**config.mk**
```make
export PLATFORM = sky130hd
export DESIGN_NAME = scpr_front
export DESIGN_NICKNAME = d
export VERILOG_FILES = /design/src/sv/scpr_pkg.sv /design/src/sv/scpr_front.sv
export SDC_FILE = /design/constraint.sdc
export NUM_CORES = 1
export LEC_CHECK = 0
export BUFFER_PORTS_ARGS = -buffer_cell sky130_fd_sc_hd__buf_4
export CORE_MARGIN = 1.5
export CORE_UTILIZATION = 37
export DETAILED_ROUTE_END_ITERATION = 10
export PLACE_DENSITY = 0.64
export SYNTH_ARGS = -nofsm -noshare
export SYNTH_HDL_FRONTEND = slang
export SYNTH_SLANG_ARGS = --single-unit
```
**constraint.sdc**
```tcl
create_clock -name i_clk -period 3.42 [get_ports i_clk]
set_clock_uncertainty 0.05 [all_clocks]
set_input_delay 0.684 -clock i_clk [delete_from_list [all_inputs] [get_ports i_clk]]
set_output_delay 0.684 -clock i_clk [all_outputs]
set_load 0.01 [all_outputs]
```
**src/sv/scpr_pkg.sv**
```systemverilog
// Shared types and constants for the crop-and-scale pixel reader.
// Used by scpr_front, scpr_back and the top level; depends on nothing.
`default_nettype none

package scpr_pkg;

    localparam int DEFAULT_MAX_SIDE = 256;

    localparam int CH_W       = 8;
    localparam int PIX_W      = 3 * CH_W;
    localparam int DEST_W     = 12;
    localparam int STEP_W     = 24;
    localparam int FRAC_W     = 16;
    localparam int PROD_W     = DEST_W + STEP_W;
    localparam int SRC_W      = PROD_W - FRAC_W + 1;
    localparam int OFF_W      = 8;
    localparam int SIDE_CFG_W = 9;

    localparam int CFG_IDX_W  = 3;
    localparam int CFG_DATA_W = 24;

    localparam logic [CFG_IDX_W-1:0] CFG_SOURCE_WIDTH  = 3'd0;
    localparam logic [CFG_IDX_W-1:0] CFG_SOURCE_HEIGHT = 3'd1;
    localparam logic [CFG_IDX_W-1:0] CFG_ROW_STEP      = 3'd2;
    localparam logic [CFG_IDX_W-1:0] CFG_COL_STEP      = 3'd3;
    localparam logic [CFG_IDX_W-1:0] CFG_ROW_OFFSET    = 3'd4;
    localparam logic [CFG_IDX_W-1:0] CFG_COL_OFFSET    = 3'd5;

    localparam logic [SIDE_CFG_W-1:0] RST_SIDE   = 9'd256;
    localparam logic [STEP_W-1:0]     RST_STEP   = 24'd65536;
    localparam logic [OFF_W-1:0]      RST_OFFSET = 8'd0;

    localparam int QUEUE_DEPTH = 4;
    localparam int QUEUE_AW    = $clog2(QUEUE_DEPTH);

    typedef struct packed {
        logic              is_read;
        logic [PIX_W-1:0]  pixel;    // red 23:16, green 15:8, blue 7:0
        logic [DEST_W-1:0] dest_row;
        logic [DEST_W-1:0] dest_col;
    } t_item;

endpackage

`default_nettype wire

```
**src/sv/scpr_front.sv**
```systemverilog
// Front end: accepts input transactions, tags them as load or read and
// queues them for the back end. Depends on scpr_pkg.
`default_nettype none

module scpr_front (
    input  wire logic           i_clk,
    input  wire logic           i_rst_n,
    input  wire logic           i_valid,
    output logic                o_stall,
    input  wire logic           i_mode,
    input  wire logic [7:0]     i_blue_in,
    input  wire logic [7:0]     i_green_in,
    input  wire logic [7:0]     i_red_in,
    input  wire logic [11:0]    i_dest_row,
    input  wire logic [11:0]    i_dest_col,
    output scpr_pkg::t_item     o_item,
    output logic                o_item_valid,
    input  wire logic           i_pop
);
    import scpr_pkg::*;

    t_item                r_q [QUEUE_DEPTH];
    logic [QUEUE_AW-1:0]  r_wr_ptr, n_wr_ptr;
    logic [QUEUE_AW-1:0]  r_rd_ptr, n_rd_ptr;
    logic [QUEUE_AW:0]    r_count, n_count;
    logic                 push;
    t_item                item_in;

    always_comb begin
        item_in.is_read  = i_mode;
        item_in.pixel    = {i_red_in, i_green_in, i_blue_in};
        item_in.dest_row = i_dest_row;
        item_in.dest_col = i_dest_col;
    end

    assign o_stall      = (r_count == (QUEUE_AW+1)'(QUEUE_DEPTH));
    assign push         = i_valid && !o_stall;
    assign o_item       = r_q[r_rd_ptr];
    assign o_item_valid = (r_count != '0);

    always_comb begin
        n_wr_ptr = push  ? r_wr_ptr + 1'b1 : r_wr_ptr;
        n_rd_ptr = i_pop ? r_rd_ptr + 1'b1 : r_rd_ptr;
        n_count  = r_count;
        if (push && !i_pop) begin
            n_count = r_count + 1'b1;
        end else if (i_pop && !push) begin
            n_count = r_count - 1'b1;
        end
    end

    always_ff @(posedge i_clk) begin
        if (!i_rst_n) begin
            r_wr_ptr <= '0;
            r_rd_ptr <= '0;
            r_count  <= '0;
        end else begin
            r_wr_ptr <= n_wr_ptr;
            r_rd_ptr <= n_rd_ptr;
            r_count  <= n_count;
        end
    end

    always_ff @(posedge i_clk) begin
        if (push) begin
            r_q[r_wr_ptr] <= item_in;
        end
    end

    a_count_bound: assert property (@(posedge i_clk) disable iff (!i_rst_n)
        r_count <= (QUEUE_AW+1)'(QUEUE_DEPTH))
        else $error("queue count above depth");

    a_pop_nonempty: assert property (@(posedge i_clk) disable iff (!i_rst_n)
        i_pop |-> (r_count != '0))
        else $error("pop from empty queue");

    a_count_ptrs: assert property (@(posedge i_clk) disable iff (!i_rst_n)
        r_count[QUEUE_AW-1:0] == QUEUE_AW'(r_wr_ptr - r_rd_ptr))
        else $error("queue count out of step with pointers");

endmodule

`default_nettype wire

```
==> out/metrics.yaml <==
power:
  swShare_pct: 22.28
  p_per_area_mw_per_mm2: 650.8
  leakagePower_uw: 0.003155
  peakVddDrop_v: 0.0003523
  switchingPower_uw: 1353
  p_int_uw: 4719
  combPwrFrac_pct: 14.0
  seqPwrFrac_pct: 51.0
  pwr-share-clk_pct: 35.0
logic_synthesis:
  synth_cell_type_count: 23
  yosysWarnings: 0
  yosysSeqAreaShare_pct: 80.28
  synth_nets: 363
  synth.ff_latch_count: 205
  synthTopCellsByArea: "edfxtp_1, mux4_2, dfxtp_1"
  synth_top_area_share_pct: 77.89
  synth_cells: 304
  synth_top_area_cell: "edfxtp_1"
  syn_area_per_cell_um2: 24.86
  syn_area_mm2: 0.007556
status:
  status: "finished clean"
timing:
  fmax_mhz: 339.8
  finalHoldViolations: 0
  slew_violations: 0
  fin_hold_ws_ps: 350.3
  worst_pin_slew_ps: 589.2
  final.period_utilization_pct: 86.05
  setup_viol: 0
  grt_setup_unrepaired: "no"
  fin_tns_setup_ps: 0
  min_period_ps: 2943
  maxSlewHeadroom_pct: 60.72
detailed_routing:
  num_vias: 3370
  dr.pass1.iters: 4
  drt_iter0_markers: 167
  viasPerCell: 4.746
  drcViolationCount: 0
  drt_wl_total_mm: 13.52
  drtAntennaViolNets: 0
  detail_route.wl_per_cell_um: 19.04
floorplanning:
  io_pins: 104
  initial_core_util_pct: 37.58
  fp.dieH_um: 145.9
  die_w_um: 145.9
  rows: 52
  die_area_mm2: 0.02129
  core_mm2: 0.02010
global_routing:
  track_usage_pct: 13.06
  first_global_vias: 3695
  grt_first_pass_wirelength_mm: 21.27
  antenna_found_initial: 0
  grt_max_degree: 32
  overflow: 0
cts:
  htreeDepth: 1
  holdBufCountCts: 0
  clock_latency_ps: 480
  cts.sinks: 205
  clockBufferDepth: 3
  clk_pin_slew_ps: 60
  post-cts-setup-buffers: 0
  cts_inserted_buffers: 21
  cts_tree: "built"
  cts_resized: 0
  cts_root_buf: "clkbuf_16"
finish:
  final_common_cell: "edfxtp_1"
  final_core_util_pct: 46.41
  final_cell_mix: "edfxtp_1, buf_4, mux4_2"
  fillers: 1680
  syn2layout_area_growth_pct: 23.48
  drive_above_1_share_pct: 43.64
  nNetsFinal: 486
  diodes: 0
worst_setup_path:
  crit_required_ps: 2690
  worstSetupEndpointType: "output pin"
  cp.arrival_ps: 2210
  worst_setup_path_start_kind: "flip-flop"
  path_max_fanout: 25
  critical_path_class: "flip-flop to output pin"
worst_hold_path:
  hold_class: "primary input to flip-flop"
placement:
  gp_congestion: 0.6704
  hpwl_mm: 8.220
  port_buffers: 103
run:
  maxCapViolations: 0
[logic make-up (layout without fill, tap and decap cells)]
logic type               count (synthesis)  in the layout  share of synthesized area, %
AO/OA/AOI/OAI                            2              2                        0.1656
XOR/XNOR                                 4              4                        0.4637
adder cells (fa/ha/maj)                  6              6                         1.093
buffers and inverters                   17            153                         1.557
flip-flops                             205            205                         80.28
multiplexers                            52             52                         15.10
AND/OR/NAND/NOR                         18             18                         1.341
[metal layers]
layer | global-route usage (%) | wire length (um) | vias to the layer above
met2 | 22.14 | 6769 | 88
met5 | 0 | 0 | -
met4 | 3.316 | 245 | 0
met3 | 4.232 | 912 | 22
met1 | 16.23 | 5592 | 1743
li1 | - | - | 1517
[per-stage QoR]
stage / instance area, um^2 / total power (uW) / setup slack (ps) / std cells
finish: 9330 / 6072 / 477.1 / 710
global route: 9330 / 6338 / 307.1 / 710
CTS: 9330 / 6178 / 393.9 / 710
floorplan: 7556 / 3605 / 722.7 / 304
global placement: 8687 / 4007 / 849.8 / 674
detailed placement: 8687 / 4032 / 768.3 / 674
[sequential cells by signal (all words and copies together), names as in the netlist, named ones only]
name      count
r_q         196
r_rd_ptr      2
r_count       3
r_wr_ptr      2
[worst paths after layout]
check | cells past startpoint | endpoint | start | slack [ps]
setup reg to reg | 8 | r_count[2] | r_count[0] | 1020
hold reg to reg | 2 | r_wr_ptr[1] | r_wr_ptr[1] | 460
setup / recovery | 3 | o_item[2] | flip-flop | 480
hold / removal | 1 | r_q[1][10] | i_dest_col[10] | 350
[power groups by stage]
stage	clock (uW)	sequential [uW]	combinational, uW
2_1_floorplan	0	3110	490
3_3_place_gp	0	3140	867
3_5_place_dp	0	3150	878
4_1_cts	2190	3100	883
5_1_grt	2290	3120	922
6_report	2120	3100	853
[cell usage after synthesis]
| master | instances |
|---|---|
| edfxtp_1 | 196 |
| mux4_2 | 47 |
| dfxtp_1 | 9 |
| and2_1 | 8 |
| ha_1 | 5 |
| nand2_1 | 5 |
| inv_1 | 4 |
| buf_1 | 3 |
| buf_4 | 3 |
| mux2i_1 | 3 |
| buf_12 | 2 |
| buf_2 | 2 |
| clkbuf_1 | 2 |
| mux4_1 | 2 |
| nor2b_1 | 2 |
| or3_1 | 2 |
| xnor2_1 | 2 |
| xor2_1 | 2 |
| a21boi_0 | 1 |
| buf_6 | 1 |
| fa_1 | 1 |
| nor3b_1 | 1 |
| o21ai_0 | 1 |
[critical path, cell delays in order, from the launching register on]
cell,delay [ps]
dfxtp_4,710
buf_4,320
mux4_2,530
buf_4,160
[cell type report]
class	instances	area [um^2]	share of cell area, %
Clock buffer	30	589.3	6.316
Sequential cell	205	6071	65.07
Inverter	4	15.01	0.1609
Clock inverter	6	53.80	0.5766
Multi-Input combinational cell	82	1378	14.76
Timing Repair Buffer	113	885.9	9.494
Tap cell	270	337.8	3.621
Power figures use the tool's default switching activity.
